--- src/design/ucfq_pkg.sv ---
`default_nettype none
// ----------------------------------------------------------------------------
// ucfq_pkg
// shared types, constants and helpers of the uart command framer queue
// ----------------------------------------------------------------------------
package ucfq_pkg;

  localparam int QUEUE_DEPTH = 32;
  localparam int IDX_W       = $clog2(QUEUE_DEPTH);
  localparam int CNT_W       = $clog2(QUEUE_DEPTH + 1);

  localparam int BYTE_W  = 8;
  localparam int WORD_W  = 16;
  localparam int REM_W   = 4;
  localparam int TICK_W  = 16;
  localparam int READY_W = 8;
  localparam int CFG_IDX_W = 3;

  localparam logic [REM_W-1:0] LEN_CALIBRATE = 4'd12;
  localparam logic [REM_W-1:0] LEN_THRESHOLD = 4'd4;
  localparam logic [REM_W-1:0] LEN_BUTTONS   = 4'd12;
  localparam logic [REM_W-1:0] LEN_INTERRUPT = 4'd3;

  localparam logic [READY_W-1:0] READY_MAX = 8'hFF;

  localparam logic [BYTE_W-1:0] RST_CODE_CALIBRATE  = 8'd1;
  localparam logic [BYTE_W-1:0] RST_CODE_THRESHOLD  = 8'd2;
  localparam logic [BYTE_W-1:0] RST_CODE_BUTTONS    = 8'd3;
  localparam logic [BYTE_W-1:0] RST_CODE_INTERRUPT  = 8'd4;
  localparam logic [BYTE_W-1:0] RST_CODE_LEVEL_READ = 8'd5;
  localparam logic [TICK_W-1:0] RST_TIMEOUT_TICKS   = 16'd1000;

  typedef enum logic [1:0] {
    ACT_RX       = 2'd0,
    ACT_TICK     = 2'd1,
    ACT_POP_BYTE = 2'd2,
    ACT_POP_WORD = 2'd3
  } action_e;

  typedef enum logic [CFG_IDX_W-1:0] {
    REG_CODE_CALIBRATE  = 3'd0,
    REG_CODE_THRESHOLD  = 3'd1,
    REG_CODE_BUTTONS    = 3'd2,
    REG_CODE_INTERRUPT  = 3'd3,
    REG_CODE_LEVEL_READ = 3'd4,
    REG_TIMEOUT_TICKS   = 3'd5
  } cfg_reg_e;

  // controller to datapath
  typedef struct packed {
    logic exec;      // apply a received byte or a tick
    logic pop;       // read one byte and advance the read side
    logic save_lo;   // keep the low byte of a word pop
    logic out_plain; // load a result without popped data
    logic out_byte;  // load a byte pop result
    logic out_word;  // load a word pop result
  } ctrl_cmd_t;

  // datapath to controller
  typedef struct packed {
    logic has_one;
    logic has_two;
  } dp_status_t;

  function automatic logic [IDX_W-1:0] next_idx(input logic [IDX_W-1:0] idx);
    logic [IDX_W-1:0] nxt;
    nxt = (idx == IDX_W'(QUEUE_DEPTH - 1)) ? '0 : idx + 1'b1;
    return nxt;
  endfunction

endpackage
`default_nettype wire

--- src/design/uart_command_framer_queue.sv ---
// received byte, tick or short pop: registered result next cycle, one per cycle if not stalled
// byte pop: loaded in S_BYTE, word pop: S_WORD then S_HIGH (one queue ram read per cycle)
// a new transaction is taken once the previous pop has finished and the result slot frees
// reset: framing, counters, timer and pointers cleared, codes and timeout to defaults
// queue ram contents are undefined after reset and need no clearing pass
`default_nettype none
// ----------------------------------------------------------------------------
// uart_command_framer_queue
// frames uart commands into a byte queue drained by host pops
// ----------------------------------------------------------------------------
module uart_command_framer_queue (
  input  wire logic                           clk_i,
  input  wire logic                           rst_ni,
  input  wire logic                           in_valid_i,
  output logic                                in_stall_o,
  input  wire logic [1:0]                     action_i,
  input  wire logic [ucfq_pkg::BYTE_W-1:0]    rx_byte_i,
  output logic                                out_valid_o,
  input  wire logic                           out_stall_i,
  output logic      [ucfq_pkg::WORD_W-1:0]    read_data_o,
  output logic                                read_ok_o,
  output logic      [ucfq_pkg::READY_W-1:0]   frames_ready_o,
  output logic                                receiving_o,
  output logic      [ucfq_pkg::CNT_W-1:0]     queue_count_o,
  output logic                                timed_out_o,
  output logic                                byte_dropped_o,
  input  wire logic                           cfg_we_i,
  input  wire logic [ucfq_pkg::CFG_IDX_W-1:0] cfg_index_i,
  input  wire logic [ucfq_pkg::TICK_W-1:0]    cfg_data_i
);

  import ucfq_pkg::*;

  ctrl_cmd_t  cmd;
  dp_status_t status;

  ucfq_ctrl u_ctrl (
    .clk_i       (clk_i),
    .rst_ni      (rst_ni),
    .in_valid_i  (in_valid_i),
    .in_stall_o  (in_stall_o),
    .action_i    (action_i),
    .out_valid_o (out_valid_o),
    .out_stall_i (out_stall_i),
    .cmd_o       (cmd),
    .status_i    (status)
  );

  ucfq_dp u_dp (
    .clk_i          (clk_i),
    .rst_ni         (rst_ni),
    .cmd_i          (cmd),
    .status_o       (status),
    .action_i       (action_i),
    .rx_byte_i      (rx_byte_i),
    .cfg_we_i       (cfg_we_i),
    .cfg_index_i    (cfg_index_i),
    .cfg_data_i     (cfg_data_i),
    .read_data_o    (read_data_o),
    .read_ok_o      (read_ok_o),
    .frames_ready_o (frames_ready_o),
    .receiving_o    (receiving_o),
    .queue_count_o  (queue_count_o),
    .timed_out_o    (timed_out_o),
    .byte_dropped_o (byte_dropped_o)
  );

  a_count_bound: assert property (@(posedge clk_i) disable iff (!rst_ni)
    out_valid_o |-> (queue_count_o <= CNT_W'(QUEUE_DEPTH)))
    else $error("queue count beyond depth");

  a_timeout_clears: assert property (@(posedge clk_i) disable iff (!rst_ni)
    (out_valid_o && timed_out_o) |->
      (queue_count_o == '0 && frames_ready_o == '0 && !receiving_o && !byte_dropped_o))
    else $error("timeout result did not clear framing");

  a_fail_zero: assert property (@(posedge clk_i) disable iff (!rst_ni)
    (out_valid_o && !read_ok_o) |-> (read_data_o == '0))
    else $error("failed pop returned data");

  a_single_cmd: assert property (@(posedge clk_i) disable iff (!rst_ni)
    $onehot0({cmd.exec, cmd.pop}) && $onehot0({cmd.out_plain, cmd.out_byte, cmd.out_word}))
    else $error("conflicting datapath commands");

endmodule
`default_nettype wire

--- src/design/ucfq_ram.sv ---
`default_nettype none
// ----------------------------------------------------------------------------
// ucfq_ram
// generic single write port, single read port ram with registered read
// ----------------------------------------------------------------------------
module ucfq_ram #(
  parameter int WIDTH = 8,
  parameter int DEPTH = 32
) (
  input  wire logic                     clk_i,
  input  wire logic                     we_i,
  input  wire logic [$clog2(DEPTH)-1:0] waddr_i,
  input  wire logic [WIDTH-1:0]         wdata_i,
  input  wire logic                     re_i,
  input  wire logic [$clog2(DEPTH)-1:0] raddr_i,
  output logic      [WIDTH-1:0]         rdata_o
);

  logic [WIDTH-1:0] mem_q [DEPTH];
  logic [WIDTH-1:0] rdata_q;

  always_ff @(posedge clk_i) begin
    if (we_i) begin
      mem_q[waddr_i] <= wdata_i;
    end
    if (re_i) begin
      rdata_q <= mem_q[raddr_i];
    end
  end

  assign rdata_o = rdata_q;

endmodule
`default_nettype wire

--- src/design/ucfq_dp.sv ---
`default_nettype none
// ----------------------------------------------------------------------------
// ucfq_dp
// framing state, queue pointers, timer, configuration and result register
// ----------------------------------------------------------------------------
module ucfq_dp (
  input  wire logic                           clk_i,
  input  wire logic                           rst_ni,
  input  wire ucfq_pkg::ctrl_cmd_t            cmd_i,
  output ucfq_pkg::dp_status_t                status_o,
  input  wire logic [1:0]                     action_i,
  input  wire logic [ucfq_pkg::BYTE_W-1:0]    rx_byte_i,
  input  wire logic                           cfg_we_i,
  input  wire logic [ucfq_pkg::CFG_IDX_W-1:0] cfg_index_i,
  input  wire logic [ucfq_pkg::TICK_W-1:0]    cfg_data_i,
  output logic      [ucfq_pkg::WORD_W-1:0]    read_data_o,
  output logic                                read_ok_o,
  output logic      [ucfq_pkg::READY_W-1:0]   frames_ready_o,
  output logic                                receiving_o,
  output logic      [ucfq_pkg::CNT_W-1:0]     queue_count_o,
  output logic                                timed_out_o,
  output logic                                byte_dropped_o
);

  import ucfq_pkg::*;

  logic [BYTE_W-1:0]  code_cal_q, code_thr_q, code_btn_q, code_int_q, code_lvl_q;
  logic [TICK_W-1:0]  timeout_q;

  logic [IDX_W-1:0]   wr_idx_q, wr_idx_d;
  logic [IDX_W-1:0]   rd_idx_q, rd_idx_d;
  logic [CNT_W-1:0]   held_q, held_d;
  logic               in_payload_q, in_payload_d;
  logic [REM_W-1:0]   rem_q, rem_d;
  logic [READY_W-1:0] ready_q, ready_d;
  logic               tmr_run_q, tmr_run_d;
  logic [TICK_W-1:0]  tmr_q, tmr_d;

  logic [BYTE_W-1:0]  lo_q;
  logic [WORD_W-1:0]  rdata_q;
  logic               rok_q, tout_q, drop_q;
  logic [READY_W-1:0] ready_out_q;
  logic               recv_q;
  logic [CNT_W-1:0]   cnt_q;

  logic               push;
  logic               tout, drop;
  logic               full;
  logic [REM_W-1:0]   len;
  logic [REM_W-1:0]   rem_dec;
  logic [TICK_W-1:0]  tmr_inc;
  logic [READY_W-1:0] ready_bump;
  logic [BYTE_W-1:0]  ram_rdata;

  assign full       = (held_q >= CNT_W'(QUEUE_DEPTH));
  assign rem_dec    = rem_q - 1'b1;
  assign tmr_inc    = tmr_q + 1'b1;
  assign ready_bump = (ready_q != READY_MAX) ? ready_q + 1'b1 : ready_q;

  always_comb begin
    priority if (rx_byte_i == code_cal_q) len = LEN_CALIBRATE;
    else if (rx_byte_i == code_thr_q)     len = LEN_THRESHOLD;
    else if (rx_byte_i == code_btn_q)     len = LEN_BUTTONS;
    else if (rx_byte_i == code_int_q)     len = LEN_INTERRUPT;
    else                                  len = '0;
  end

  always_comb begin
    wr_idx_d     = wr_idx_q;
    rd_idx_d     = rd_idx_q;
    held_d       = held_q;
    in_payload_d = in_payload_q;
    rem_d        = rem_q;
    ready_d      = ready_q;
    tmr_run_d    = tmr_run_q;
    tmr_d        = tmr_q;
    push         = 1'b0;
    tout         = 1'b0;
    drop         = 1'b0;

    if (cmd_i.exec) begin
      unique case (action_e'(action_i))
        ACT_RX: begin
          if (in_payload_q) begin
            tmr_d = '0;
            if (full) begin
              drop = 1'b1;
            end else begin
              push  = 1'b1;
              rem_d = rem_dec;
              if (rem_dec == '0) begin
                tmr_run_d    = 1'b0;
                in_payload_d = 1'b0;
                ready_d      = ready_bump;
              end
            end
          end else if (len != '0) begin
            if (full) begin
              drop = 1'b1;
            end else begin
              push         = 1'b1;
              in_payload_d = 1'b1;
              rem_d        = len;
              tmr_d        = '0;
              tmr_run_d    = 1'b1;
            end
          end else if (rx_byte_i == code_lvl_q) begin
            ready_d = ready_bump;
          end else begin
            drop = 1'b1;
          end
        end
        ACT_TICK: begin
          if (tmr_run_q) begin
            tmr_d = tmr_inc;
            if (tmr_inc >= timeout_q) begin
              tmr_run_d    = 1'b0;
              tmr_d        = '0;
              in_payload_d = 1'b0;
              rem_d        = '0;
              ready_d      = '0;
              tout         = 1'b1;
            end
          end
        end
        ACT_POP_BYTE, ACT_POP_WORD: begin
        end
        default: begin
        end
      endcase
    end

    if (push) begin
      wr_idx_d = next_idx(wr_idx_q);
      held_d   = held_q + 1'b1;
    end
    if (cmd_i.pop) begin
      rd_idx_d = next_idx(rd_idx_q);
      held_d   = held_q - 1'b1;
    end
    if (tout) begin
      wr_idx_d = '0;
      rd_idx_d = '0;
      held_d   = '0;
    end
  end

  ucfq_ram #(
    .WIDTH (BYTE_W),
    .DEPTH (QUEUE_DEPTH)
  ) u_ram (
    .clk_i   (clk_i),
    .we_i    (push),
    .waddr_i (wr_idx_q),
    .wdata_i (rx_byte_i),
    .re_i    (cmd_i.pop),
    .raddr_i (rd_idx_q),
    .rdata_o (ram_rdata)
  );

  always_ff @(posedge clk_i or negedge rst_ni) begin
    if (!rst_ni) begin
      code_cal_q   <= RST_CODE_CALIBRATE;
      code_thr_q   <= RST_CODE_THRESHOLD;
      code_btn_q   <= RST_CODE_BUTTONS;
      code_int_q   <= RST_CODE_INTERRUPT;
      code_lvl_q   <= RST_CODE_LEVEL_READ;
      timeout_q    <= RST_TIMEOUT_TICKS;
      wr_idx_q     <= '0;
      rd_idx_q     <= '0;
      held_q       <= '0;
      in_payload_q <= 1'b0;
      rem_q        <= '0;
      ready_q      <= '0;
      tmr_run_q    <= 1'b0;
      tmr_q        <= '0;
    end else begin
      if (cfg_we_i) begin
        unique case (cfg_reg_e'(cfg_index_i))
          REG_CODE_CALIBRATE:  code_cal_q <= cfg_data_i[BYTE_W-1:0];
          REG_CODE_THRESHOLD:  code_thr_q <= cfg_data_i[BYTE_W-1:0];
          REG_CODE_BUTTONS:    code_btn_q <= cfg_data_i[BYTE_W-1:0];
          REG_CODE_INTERRUPT:  code_int_q <= cfg_data_i[BYTE_W-1:0];
          REG_CODE_LEVEL_READ: code_lvl_q <= cfg_data_i[BYTE_W-1:0];
          REG_TIMEOUT_TICKS:   timeout_q  <= cfg_data_i;
          default: begin
          end
        endcase
      end
      wr_idx_q     <= wr_idx_d;
      rd_idx_q     <= rd_idx_d;
      held_q       <= held_d;
      in_payload_q <= in_payload_d;
      rem_q        <= rem_d;
      ready_q      <= ready_d;
      tmr_run_q    <= tmr_run_d;
      tmr_q        <= tmr_d;
    end
  end

  // result register
  always_ff @(posedge clk_i) begin
    if (cmd_i.save_lo) begin
      lo_q <= ram_rdata;
    end
    if (cmd_i.out_plain || cmd_i.out_byte || cmd_i.out_word) begin
      priority if (cmd_i.out_word) begin
        rdata_q <= {ram_rdata, lo_q};
        rok_q   <= 1'b1;
      end else if (cmd_i.out_byte) begin
        rdata_q <= {{(WORD_W-BYTE_W){1'b0}}, ram_rdata};
        rok_q   <= 1'b1;
      end else begin
        rdata_q <= '0;
        rok_q   <= 1'b0;
      end
      tout_q      <= tout;
      drop_q      <= drop;
      ready_out_q <= ready_d;
      recv_q      <= in_payload_d;
      cnt_q       <= held_d;
    end
  end

  assign status_o.has_one = (held_q >= CNT_W'(1));
  assign status_o.has_two = (held_q >= CNT_W'(2));

  assign read_data_o    = rdata_q;
  assign read_ok_o      = rok_q;
  assign frames_ready_o = ready_out_q;
  assign receiving_o    = recv_q;
  assign queue_count_o  = cnt_q;
  assign timed_out_o    = tout_q;
  assign byte_dropped_o = drop_q;

endmodule
`default_nettype wire

--- src/design/ucfq_ctrl.sv ---
`default_nettype none
// ----------------------------------------------------------------------------
// ucfq_ctrl
// transaction control: accepts items, sequences queue reads, owns result valid
// ----------------------------------------------------------------------------
module ucfq_ctrl (
  input  wire logic                 clk_i,
  input  wire logic                 rst_ni,
  input  wire logic                 in_valid_i,
  output logic                      in_stall_o,
  input  wire logic [1:0]           action_i,
  output logic                      out_valid_o,
  input  wire logic                 out_stall_i,
  output ucfq_pkg::ctrl_cmd_t       cmd_o,
  input  wire ucfq_pkg::dp_status_t status_i
);

  import ucfq_pkg::*;

  typedef enum logic [1:0] {
    S_IDLE,
    S_BYTE,
    S_WORD,
    S_HIGH
  } state_e;

  state_e state_q, state_d;
  logic   out_valid_q, out_valid_d;
  logic   accept;
  logic   out_free;
  logic   load;

  assign out_free   = !out_valid_q || !out_stall_i;
  assign in_stall_o = !((state_q == S_IDLE) && out_free);
  assign accept     = in_valid_i && !in_stall_o;

  always_comb begin
    cmd_o   = '0;
    state_d = state_q;
    unique case (state_q)
      S_IDLE: begin
        if (accept) begin
          unique case (action_e'(action_i))
            ACT_RX, ACT_TICK: begin
              cmd_o.exec      = 1'b1;
              cmd_o.out_plain = 1'b1;
            end
            ACT_POP_BYTE: begin
              if (status_i.has_one) begin
                cmd_o.pop = 1'b1;
                state_d   = S_BYTE;
              end else begin
                cmd_o.out_plain = 1'b1;
              end
            end
            ACT_POP_WORD: begin
              if (status_i.has_two) begin
                cmd_o.pop = 1'b1;
                state_d   = S_WORD;
              end else begin
                cmd_o.out_plain = 1'b1;
              end
            end
            default: begin
            end
          endcase
        end
      end
      S_BYTE: begin
        cmd_o.out_byte = 1'b1;
        state_d        = S_IDLE;
      end
      S_WORD: begin
        cmd_o.save_lo = 1'b1;
        cmd_o.pop     = 1'b1;
        state_d       = S_HIGH;
      end
      S_HIGH: begin
        cmd_o.out_word = 1'b1;
        state_d        = S_IDLE;
      end
      default: begin
        state_d = S_IDLE;
      end
    endcase
  end

  assign load = cmd_o.out_plain || cmd_o.out_byte || cmd_o.out_word;

  always_comb begin
    priority if (load)            out_valid_d = 1'b1;
    else if (!out_stall_i)        out_valid_d = 1'b0;
    else                          out_valid_d = out_valid_q;
  end

  always_ff @(posedge clk_i or negedge rst_ni) begin
    if (!rst_ni) begin
      state_q     <= S_IDLE;
      out_valid_q <= 1'b0;
    end else begin
      state_q     <= state_d;
      out_valid_q <= out_valid_d;
    end
  end

  assign out_valid_o = out_valid_q;

endmodule
`default_nettype wire

--- config.mk ---
export PLATFORM = sky130hd
export DESIGN_NAME = uart_command_framer_queue
export DESIGN_NICKNAME = d
export VERILOG_FILES = /design/src/design/ucfq_pkg.sv /design/src/design/uart_command_framer_queue.sv /design/src/design/ucfq_ram.sv /design/src/design/ucfq_dp.sv /design/src/design/ucfq_ctrl.sv
export SDC_FILE = /design/constraint.sdc
export NUM_CORES = 1
export LEC_CHECK = 0
export BUFFER_PORTS_ARGS = -buffer_cell sky130_fd_sc_hd__buf_2
export CAP_MARGIN = 25
export CORE_MARGIN = 5
export CORE_UTILIZATION = 60
export DETAILED_ROUTE_END_ITERATION = 12
export PLACE_DENSITY = 0.78
export SYNTH_ARGS = -nofsm -noshare
export SYNTH_HDL_FRONTEND = slang
export SYNTH_SLANG_ARGS = --single-unit
--- constraint.sdc ---
create_clock -name clk_i -period 4.7 [get_ports clk_i]
set_input_delay 0.47 -clock clk_i [delete_from_list [all_inputs] [get_ports clk_i]]
set_output_delay 0.47 -clock clk_i [all_outputs]
set_load 0.01 [all_outputs]
**Word-level counts from Yosys, hierarchy flattened**

Memory sizes are Yosys's and may differ from the RTL's. A register that Yosys moved wholly into a read port is not among the register bits.
Index checks and enable logic that the tools add are counted.

- Flip-flop bits (word level): 147
- Latch bits: 0
- RAM bits: 256
- ROM bits: 0
- Input port bits: 34
- Output and inout port bits: 36
- Word-level logic and storage cells: 186
- Memories kept: 1

Memory list:

| memory | depth | bits a word | read ports | clocked after Yosys merged registers in | write ports | line | text |
|---|---|---|---|---|---|---|---|
| u_dp.u_ram.mem_q | 32 | 8 | 1 | 1 | 1 | ucfq_ram.sv:19 | `logic [WIDTH-1:0] mem_q [DEPTH];` |

- Add/sub/neg operators: 7
- $mul: 0
- Divide/modulo/power cells: 0
- $lt $le $gt $ge: 4
- Equal/unequal tests: 30
- Shift-type cells: 0
- Mux-type cells: 91
- Bitwise gates (word level): 0
- Reduce and logical (&&, ||, !) cells: 29

Operator list:

| kind | count |
|---|---|
| 16-bit two-way mux | 6 |
| 8-bit two-way mux | 10 |
| 1-bit two-way mux | 42 |
| 8-bit equality test | 5 |
| 4-bit two-way mux | 9 |
| 16-bit case mux with 2 select lines | 1 |
| 5-bit two-way mux | 6 |
| 6-bit two-way mux | 3 |
| 16-bit by 1-bit adder with 16-bit output, second input constant | 1 |
| 16-bit greater-or-equal comparator | 1 |
| 8-bit case mux with 2 select lines | 1 |
| 2-bit AND reduction | 7 |
| 3-bit inequality test, second input constant | 4 |
| 5-bit by 1-bit adder with 5-bit output, second input constant | 2 |
| 5-bit equality test, second input constant | 2 |
| 2-bit two-way mux | 5 |
| 5-bit AND reduction | 2 |
| 8-bit by 1-bit adder with 8-bit output, second input constant | 1 |
| 2-bit equality test, second input constant | 4 |
| 2-bit by 1-bit inequality test with 1-bit output, second input constant | 4 |
| 8-bit inequality test, second input constant | 1 |
| 1-bit case mux with 2 select lines | 4 |
| 4-bit case mux with 2 select lines | 1 |
| 6-bit by 1-bit adder with 6-bit output, second input constant | 1 |
| 26 further kinds | 38 |

**Depth between registers and ports, before layout**

Gate-level depths: netlist of run 1.

- Word-level depth: 13
- Mapped depth: 15
- Depth with buffers taken out: 15

**Cells and area by module**

Synthesis of run 1 repeated with hierarchy kept, for this count alone.

- Cell total of the unflattened synthesis: 1,060
- Area total of the unflattened synthesis: 17,576.9 µm²

By module, submodules not included:

| module | instances | cells an instance | area each (µm²) | seq. area each (µm²) |
|---|---|---|---|---|
| ucfq_ram | 1 | 417 | 10,133.5 | 7,927.6 |
| ucfq_dp | 1 | 622 | 7,262.0 | 3,829.9 |
| ucfq_ctrl | 1 | 21 | 181.4 | 75.1 |

**Worst setup path after synthesis of run 1**

No wires, ideal clock.

- Path type: register to register
- Start: register u_dp.tmr_q[0]
- End: register u_dp.cnt_q[0], in the netlist u_dp.queue_count_o[0], data pin
- Library setup time: 0.267 ns
- Arrival time: 3.194 ns
- Required time: 4.433 ns
- Path slack: 1.240 ns
- Cell stages (with the launch flop): 16
- Buffers on the path: 1
- Clock period less this slack: 3.460 ns
- Cells stage by stage: dfrtp_1 > ha_1 > and3_1 > and3_1 > and3_1 > nand3_1 > xor2_1 > inv_1 > ha_1 > nand4_1 > or2_2 > a2111oi_0 > nor2_1 > clkbuf_1 > nand4_1 > o21ai_1

- Longest elaborated chain between the ends: 7

Ends and longest elaborated chain:

| element | line | text |
|---|---|---|
| from (decl) | ucfq_dp.sv:37 | `logic [TICK_W-1:0] tmr_q, tmr_d;` |
| from (signal assigned) | ucfq_dp.sv:197 | `tmr_q <= tmr_d;` |
| 16-bit by 1-bit adder with 16-bit output | ucfq_dp.sv:57 | `assign tmr_inc = tmr_q + 1'b1;` |
| 16-bit greater-or-equal comparator | ucfq_dp.sv:116 | `if (tmr_inc >= timeout_q) begin` |
| 1-bit two-way mux | ucfq_dp.sv:116 |  |
| 1-bit two-way mux | ucfq_dp.sv:114 | `if (tmr_run_q) begin` |
| 1-bit two-way mux | ucfq_dp.sv:82 | `unique case (action_e'(action_i))` |
| 1-bit two-way mux | ucfq_dp.sv:81 | `if (cmd_i.exec) begin` |
| 6-bit two-way mux | ucfq_dp.sv:141 | `if (tout) begin` |
| named net u_dp.held_d[0] | ucfq_dp.sv:32 | `logic [CNT_W-1:0] held_q, held_d;` |
| to (signal assigned) | ucfq_dp.sv:221 | `cnt_q <= held_d;` |
| to (decl) | ucfq_dp.sv:44 | `logic [CNT_W-1:0] cnt_q;` |

The timed path passes the listed nets, and every way through them passes these cells.
A chain may end at the register's enable or synchronous reset.

**Worst setup path in the final report of run 1**

- Start: register u_dp.tmr_q[0]
- End: register u_dp.rem_q[2]

- Longest elaborated chain between the ends: 4

Ends and longest elaborated chain:

| element | line | text |
|---|---|---|
| 16-bit by 1-bit adder with 16-bit output | ucfq_dp.sv:57 |  |
| 16-bit greater-or-equal comparator | ucfq_dp.sv:116 |  |
| 2-bit by 1-bit inequality test with 1-bit output (no line) | - |  |
| 6-bit AND reduction (no line) | - |  |
| to (signal assigned) | ucfq_dp.sv:194 | `rem_q <= rem_d;` |
| to (decl) | ucfq_dp.sv:34 | `logic [REM_W-1:0] rem_q, rem_d;` |

Every way passes these cells.

==> metrics.txt, run 1 <==
Die W=between 150 and 200 µm; Worst-Margin Slew=984 ps; clk sinks=411; Tcrit/Tclk final=90.0%; most instantiated library cell after synthesis=edfxtp_1; post-synthesis cell type count=70; status=finished clean; DRT Pass-1 Iters=5; height of the die=183 µm; synth cell count leaders=edfxtp_1 (306), dfrtp_1 (92), nand2_1 (85), mux2i_1 (78), nor2_1 (64); Slew Limit Fails=0; Async S/R FF share, synth=25.5%; RSZ-0062 raised after global routing=false; clock slew at reported path FFs=60 ps; CP Buf/Inv Count=2; Placed Instances=1633; clock latency on the worst-skew pair=530 ps; gpl congestion=0.829; Crit path max-delay family=simple AND/OR/NAND/NOR gates; antenna violations before repair=0; routed len/inst=between 20 and 25 µm; Synth Flop Type=edfxtp_1; area leader, netlist=edfxtp_1; Syn Inst Count=1215; max_cap viols=0; r2r setup slk=470 ps; total CTS buffers=42; Critical Path AT=4640 ps; CP required=5120 ps; Vias=between 10000 and 15000; Max stage delay on crit path=460 ps; CP max FO=13; clock skew=21.9 ps; fill count=2020; Ant. Diodes=0; H-tree levels=2; maximum clock insertion buffer count=3; Synth Area per Inst=~15 µm²; Slowest-stage cell, CP=dfrtp_1; endpoints failing hold=0; Power Density=502 nW/µm²; gr usage total=22.7%; Post-synth EDFFs=306; share of the synthesized area in the top cell type=51.4%; core region area=29600 µm²; largest net degree at the start of global routing=76; Critical Path End Type=flop; CP Class=flop to flop; top post-synthesis cells by area=edfxtp_1 (51%), dfrtp_1 (13%), mux2i_1 (4.4%); Setup Viol. Count Final=0; row count=63; layout cells sized above 1=21.4%; Max VDD drop=between 300 and 400 µV; Worst Hold Class=input pin to flop; global-route wire length before repair=59500 µm; vias in the first global route=10460; drc violations=0; Syn-to-layout area delta=12.2%; fmax=237 MHz; Fin Hold WS=169 ps; setup TNS=0 ps; antenna viol nets, final=0; Power Total=10.1 mW; fin cells=1712; root buffer cell=clkbuf_16; startpoint types=flop; Die Footprint=33400 µm²; TritonCTS clock tree=yes; register area share after synthesis=66.2%; YS warnings=0; initial detailed-routing violation count=1066; P_leak=approximately 7.3 nW; Final Util=67.9%; IO Port Bufs=just under 70; gr ovfl total=0; relative slew slack=34.0%; Post-Syn Nets=1280; vias per cell=6.26; cell area after synthesis=17900 µm²; # nets final=1354; hpwl dp=24600 µm; fin crit period=~4200 ps; critical path cell sequence=ha_1 -> and3_1 -> and3_1 -> and3_1 -> nand3_1 -> xor2_1 -> inv_1 -> ha_1 -> nand2_1 -> o21ai_0 -> nor4b_1 -> nor2_1 -> inv_2 -> nor2_1 -> a211o_1; Initial Util=60.5%; DRT Wirelength=37800 µm; I/O pin cnt=70; Yosys reg bits=411; most frequent cell on the critical path=and3_1
-- layout make-up --
type / instances / area, µm² / share of cell area (%)
Multi-Input combinational cell: 704 / 5620 / 28.0
Clock buffer: 56 / 1180 / 5.91
Tap cell: 390 / 488 / 2.43
Inverter: 35 / 131 / 0.655
Timing Repair Buffer: 95 / 573 / 2.86
Clock inverter: 21 / 226 / 1.13
Sequential cell: 411 / 11800 / 59.0
-- flip-flops by register name, indices dropped and copies added, names as in the netlist, 8 cells and up --
name                 cells
u_dp.tmr_q              16
u_dp.ready_q             8
u_dp.code_btn_q          8
u_dp.code_lvl_q          8
u_dp.timeout_q          16
u_dp.u_ram.mem_q       256
u_dp.frames_ready_o      8
u_dp.u_ram.rdata_o       8
u_dp.code_cal_q          8
u_dp.lo_q                8
u_dp.code_thr_q          8
u_dp.read_data_o        16
u_dp.code_int_q          8
-- layout by cell type (no fill, tap or decap), drive strengths merged, types with 40 or more instances in the layout --
cell and instances:
edfxtp 306, buf 94, dfrtp 92, nand2 86
mux2i 78, nor2 65, mux2 56, clkbuf 56
xnor2 45, o221ai 40
-- per-layer routing --
metal / global-route usage [%] / vias to the layer above / routed length (µm) / part of all wire [%]
li1: - / 4796 / - / -
met1: 34.0 / 5383 / 16400 / 43
met2: 35.1 / 470 / 17500 / 46
met3: 3.49 / 75 / 2960 / 7.8
met4: 6.54 / 0 / 970 / 2.6
met5: 0 / - / 0 / 0
-- where the power goes --
part | switching (mW) | internal [mW]
combinational | 1.18 | 0.930
sequential | 0.333 | 4.26
clock | 1.37 | 2.00
-- final timing paths --
kind | from | end | cells past startpoint
max | u_dp.tmr_q[0]$_DFFE_PN0P_ | u_dp.rem_q[2]$_DFFE_PN0P_ | 15
min | cfg_data_i[9] | u_dp.timeout_q[9]$_DFFE_PN1P_ | 2
max reg2reg | u_dp.tmr_q[0]$_DFFE_PN0P_ | u_dp.rem_q[2]$_DFFE_PN0P_ | 15
min reg2reg | u_dp.u_ram.rdata_o[3]$_DFFE_PP_ | u_dp.lo_q[3]$_DFFE_PP_ | 0
max in group asynchronous | rst_ni | u_dp.tmr_q[3]$_DFFE_PN0P_ | 4
min in group asynchronous | rst_ni | u_dp.code_int_q[3]$_DFFE_PN0P_ | 2
-- repair_timing --
| item | CTS | global route |
|---|---|---|
| buffers inserted | 0 | 0 |
| endpoints found under the setup margin | 0 | 2 |
| hold buffers | 0 | 1 |
| resized for setup | 0 | 1 |
| hold endpoints to repair | 0 | 5 |
-- cell families (layout without fill, tap and decap cells) --
kind of cell	after synthesis	after routing	synth area share [%]
flops	411	411	66.2
simple gates	278	278	7.89
compound gates	177	177	6.92
mux	166	166	11.9
buf+inv	100	207	2.37
xor+xnor	52	52	2.55
fa+ha+maj	31	31	2.17
-- through the flow --
stage / instance area, µm² / setup slack [ps]
final: 20100 / 472
after detailed placement: 18600 / 435
after floorplan: 17900 / 1240
after global routing: 20100 / 80.7
after CTS: 20000 / 422
after global placement: 18600 / 656
No activity file was read; power rests on OpenSTA's default activity.
==> inputs of run 2 (changes only) <==
--- a/config.mk
+++ b/config.mk
@@ -10,6 +10,7 @@
 export CORE_MARGIN = 5
 export CORE_UTILIZATION = 60
 export DETAILED_ROUTE_END_ITERATION = 12
+export MAX_ROUTING_LAYER = met4
 export PLACE_DENSITY = 0.78
 export SYNTH_ARGS = -nofsm -noshare
 export SYNTH_HDL_FRONTEND = slang
==> metrics.txt, run 2 (synthesis results as in run 1) <==
status=finished clean; largest net degree at the start of global routing=between 70 and 80; Vias=roughly 11000; Ant. Diodes=0; Tcrit/Tclk final=89.9%; Critical Path AT=4640 ps; total CTS buffers=42; root buffer cell=clkbuf_16; gr ovfl total=0; Placed Instances=1633; clock latency on the worst-skew pair=530 ps; Max VDD drop=315 µV; DRT Pass-1 Iters=5; IO Port Bufs=69; most common cell after layout, fill and taps aside=edfxtp_1; clk sinks=411; antenna viol nets, final=0; Critical Path End Type=flop; P_leak=7.31 nW; initial detailed-routing violation count=1073; # nets final=1354; Die Footprint=33400 µm²; Die W=183 µm; FF+latch area=11800 µm²; relative slew slack=34.4%; fill count=2020; layout cells sized above 1=21.4%; TritonCTS clock tree=yes; Initial Util=60.5%; Worst-Margin Slew=about 980 ps; clock skew=22.8 ps; gpl congestion=0.842; setup TNS=0 ps; CP Class=flop to flop; Largest Register=u_dp.u_ram.mem_q; Slew Limit Fails=0; number of flip-flops in the largest register=256; startpoint types=flop; Syn-to-layout area delta=12.2%; Power Density=around 500 nW/µm²; CP required=between 5000 and 6000 ps; Worst Hold Class=input pin to flop; gr usage total=23.4%; drc violations=0; DRT Wirelength=37700 µm; fin crit period=~4200 ps; Multi-input gate area=5620 µm²; H-tree levels=2; hpwl dp=24600 µm; fmax=around 240 MHz; max_cap viols=0; I/O pin cnt=70; antenna violations before repair=0; most frequent cells in the layout=edfxtp_1 (306), dfrtp_1 (91), nand2_1 (85); global-route wire length before repair=59500 µm; RSZ-0062 raised after global routing=false; CP max FO=13; core region area=29600 µm²; FF-to-FF path depth=15; routed len/inst=22.0 µm; fin cells=1712; maximum clock insertion buffer count=3; Post-CTS Setup Bufs=0; Fin Hold WS=166 ps; vias in the first global route=10461; row count=63; Hold Crit Depth=2; post-route cell area=20100 µm²; clock slew at reported path FFs=~60 ps; endpoints failing hold=0; area post-placement=between 15000 and 20000 µm²; vias per cell=6.26; Setup Viol. Count Final=0; height of the die=183 µm
run 2: cell counts in the layout (fill, tap and decap cells not counted):
No cell type changed its count.
run 2: worst paths after layout:
| path | start | endpoint | slack (ps) |
|---|---|---|---|
| min in group asynchronous | rst_ni | u_dp.code_thr_q[2]$_DFFE_PN0P_ | 290 |
| max in group asynchronous | rst_ni | u_dp.ready_q[3]$_DFF_PN0_ | 3370 |
| worst max-delay path | u_dp.tmr_q[0]$_DFFE_PN0P_ | u_dp.rem_q[2]$_DFFE_PN0P_ | 470 |
| worst max register to register | u_dp.tmr_q[0]$_DFFE_PN0P_ | u_dp.rem_q[2]$_DFFE_PN0P_ | 470 |
| worst min-delay path | cfg_data_i[9] | u_dp.timeout_q[9]$_DFFE_PN1P_ | 170 |
| worst min register to register | u_dp.u_ram.rdata_o[3]$_DFFE_PP_ | u_dp.lo_q[3]$_DFFE_PP_ | 470 |
run 2: worst max-delay path, cell delays in order, from the launching register on:
cell and delay [ps]:
dfrtp_1 450, ha_1 300, and3_1 270, and3_1 270
and3_1 260, nand3_1 110, xor2_1 210, inv_1 70
ha_1 290, nand2_1 50, o21ai_0 450, nor4b_1 400
nor2_1 290, inv_2 290, nor2_1 110, a211o_1 300
run 2: what timing repair did:
action / in CTS / in global routing
endpoints found under the hold margin: 0 / 2
gates resized for setup: 0 / 1
setup endpoints to repair: 0 / 2
hold buffers: 0 / 1
run 2: routing by layer:
layer  global-route usage [%]  wire length [µm]
met5                        -                 0
met4                     6.63               981
met3                     3.51              2950
met2                     35.1             17400
met1                     33.9             16300
run 2: report_power, final:
group	total, mW	switching (mW)	internal, mW
clock network	3.37	1.36	2.00
registers	4.59	0.330	4.26
logic	2.11	1.18	0.929
run 2: metrics by stage:
step           util, %  setup WS, ps  total power [mW]
6_report          67.9           473              10.1
5_1_grt           67.9          80.7              10.5
4_1_cts           67.7           422              10.1
3_5_place_dp      63.0           435              6.73
3_3_place_gp      62.9           656              6.67
2_1_floorplan        -          1240              6.05
run 2: area by class of cell:
type	count	area share, %
flip-flops and latches	411	59.0
multi-input cells	704	28.0
clock buffers	56	5.91
well taps	390	2.43
inverters	35	0.655
clock inverters	21	1.13
repair buffers	95	2.86
==> inputs of run 3 (changes only) <==
--- a/config.mk
+++ b/config.mk
@@ -7,11 +7,13 @@
 export LEC_CHECK = 0
 export BUFFER_PORTS_ARGS = -buffer_cell sky130_fd_sc_hd__buf_2
 export CAP_MARGIN = 25
+export CELL_PAD_IN_SITES_DETAIL_PLACEMENT = 1
+export CELL_PAD_IN_SITES_GLOBAL_PLACEMENT = 2
 export CORE_MARGIN = 5
-export CORE_UTILIZATION = 60
+export CORE_UTILIZATION = 45
 export DETAILED_ROUTE_END_ITERATION = 12
 export MAX_ROUTING_LAYER = met4
-export PLACE_DENSITY = 0.78
+export PLACE_DENSITY_LB_ADDON = 0.1
 export SYNTH_ARGS = -nofsm -noshare
 export SYNTH_HDL_FRONTEND = slang
 export SYNTH_SLANG_ARGS = --single-unit
==> metrics.txt, run 3 (synthesis results as in run 1) <==
status=finished clean; Tcrit/Tclk final=between 80% and 90%; global-route wire length before repair=68600 µm; DRT Wirelength=roughly 44000 µm; hpwl dp=30100 µm; Power Density=490 nW/µm²; root buffer cell=clkbuf_16; most frequent cell on the critical path=and3_1; Worst-Margin Slew=865 ps; TritonCTS clock tree=yes; gr ovfl total=0; initial detailed-routing violation count=just over 600; routed len/inst=23.5 µm; max_cap viols=0; Setup Viol. Count Final=0; total CTS buffers=44; RSZ-0062 raised after global routing=false; CP Class=flop to flop; height of the die=209 µm; Post-CTS Setup Bufs=0; CP max FO=13; antenna violations before repair=0; Die W=approximately 210 µm; maximum clock insertion buffer count=3; number of flip-flops in the largest register=256; Syn-to-layout area delta=14.5%; Slowest-stage cell, CP=a2111oi_0; antenna viol nets, final=0; Slew Limit Fails=0; layout cells sized above 1=around a quarter; Ant. Diodes=0; endpoints failing hold=0; DRT Pass-1 Iters=5; gpl congestion=between 0.7 and 0.8; vias per cell=5.61; relative slew slack=42.4%; clock skew=about 25 ps; fin crit period=4200 ps; drc violations=0; CP required=roughly 5000 ps; core region area=approximately 40000 µm²; most common cell after layout, fill and taps aside=edfxtp_1; clock latency on the worst-skew pair=580 ps; critical path cell sequence=ha_1 -> and3_1 -> and3_1 -> and3_1 -> nand3_1 -> xor2_1 -> inv_1 -> ha_1 -> nand4_1 -> or2_2 -> a2111oi_0 -> nor2_1 -> inv_2 -> nor2_1 -> a211o_1; area post-placement=19100 µm²; IO Port Bufs=69; largest net degree at the start of global routing=73; Resize count post-CTS=0; clk sinks=411; Largest Register=u_dp.u_ram.mem_q; Die Footprint=43800 µm²; Initial Util=45.2%; vias in the first global route=11083; Max VDD drop=245 µV; Max stage delay on crit path=590 ps; P_leak=approximately 7.5 nW; I/O pin cnt=70; post-route cell area=20500 µm²; H-tree levels=2; startpoint types=flop; Critical Path End Type=flop; Vias=between 10000 and 15000; row count=73; fmax=approximately 240 MHz; clock slew at reported path FFs=around 60 ps; Critical Path AT=4660 ps; # nets final=1395; most frequent cells in the layout=edfxtp_1 (306), dfrtp_1 (91), nand2_1 (85); setup TNS=0 ps; gr usage total=20.8%; Worst Hold Class=input pin to flop
## run 3: changes by cell type in the layout (fill, tap and decap cells not counted), moves of 2 or more
cell        change
buf_4          +39
clkinvlp_4      -3
clkbuf_8        -5
bufinv_16       -2
clkinv_1        +5
clkinv_2        +3
## run 3: worst paths after layout
kind,startpoint,endpoint,slack (ps),depth (start not counted)
max in group asynchronous,rst_ni,u_dp.rd_idx_q[0]$_DFFE_PN0P_,3330,4
worst min register to register,u_dp.u_ram.rdata_o[3]$_DFFE_PP_,u_dp.lo_q[3]$_DFFE_PP_,480,0
worst min-delay path,cfg_data_i[11],u_dp.timeout_q[11]$_DFFE_PN0P_,130,2
min in group asynchronous,rst_ni,u_dp.timeout_q[4]$_DFFE_PN0P_,260,2
worst max register to register,u_dp.tmr_q[0]$_DFFE_PN0P_,u_dp.rem_q[2]$_DFFE_PN0P_,500,15
worst max-delay path,u_dp.tmr_q[0]$_DFFE_PN0P_,u_dp.rem_q[2]$_DFFE_PN0P_,500,15
## run 3: power by group
part           total [mW]  internal [mW]  switching [mW]
Sequential           4.57           4.26           0.315
Clock                3.27           1.85            1.42
Combinational        2.19          0.937            1.25
## run 3: worst max-delay path, delay by kind of cell (launching register included)
family	cells	cell delay, ps
compound gates	2	890
xor+xnor	1	190
fa+ha+maj	2	600
buf+inv	2	320
flops	1	460
simple gates	8	1640
## run 3: metal layers
metal	GRT usage, %	vias up	part of all wire [%]
li1	-	4862	-
met1	29.8	5480	47
met2	32.4	193	48
met3	2.84	53	3.4
met4	4.34	0	1.7
met5	-	-	0
## run 3: cell type report
cell class              count  area, µm²
clock buffers              53       1140
clock inverters            24        194
fillers                  3884      19100
inverters                  35        131
multi-input cells         704       5630
flip-flops and latches    411      11800
well taps                 525        657
repair buffers            134        876
## run 3: through the flow
step / hold WS [ps] / worst slack [ps] / util [%] / instances / total power [mW]
3_5_place_dp: 472 / 525 / 48.3 / 1807 / 6.88
3_3_place_gp: 456 / 687 / 48.2 / 1805 / 6.81
5_1_grt: 121 / 134 / 51.7 / 1886 / 10.5
2_1_floorplan: 174 / 1240 / - / 1215 / 6.05
4_1_cts: 79.6 / 482 / 51.6 / 1884 / 10.2
6_report: 135 / 496 / 51.7 / 1886 / 10.0
## run 3: what timing repair did
action	in CTS	in global routing
endpoints found under the setup margin	0	0
endpoints found under the hold margin	0	6
hold buffers	0	1
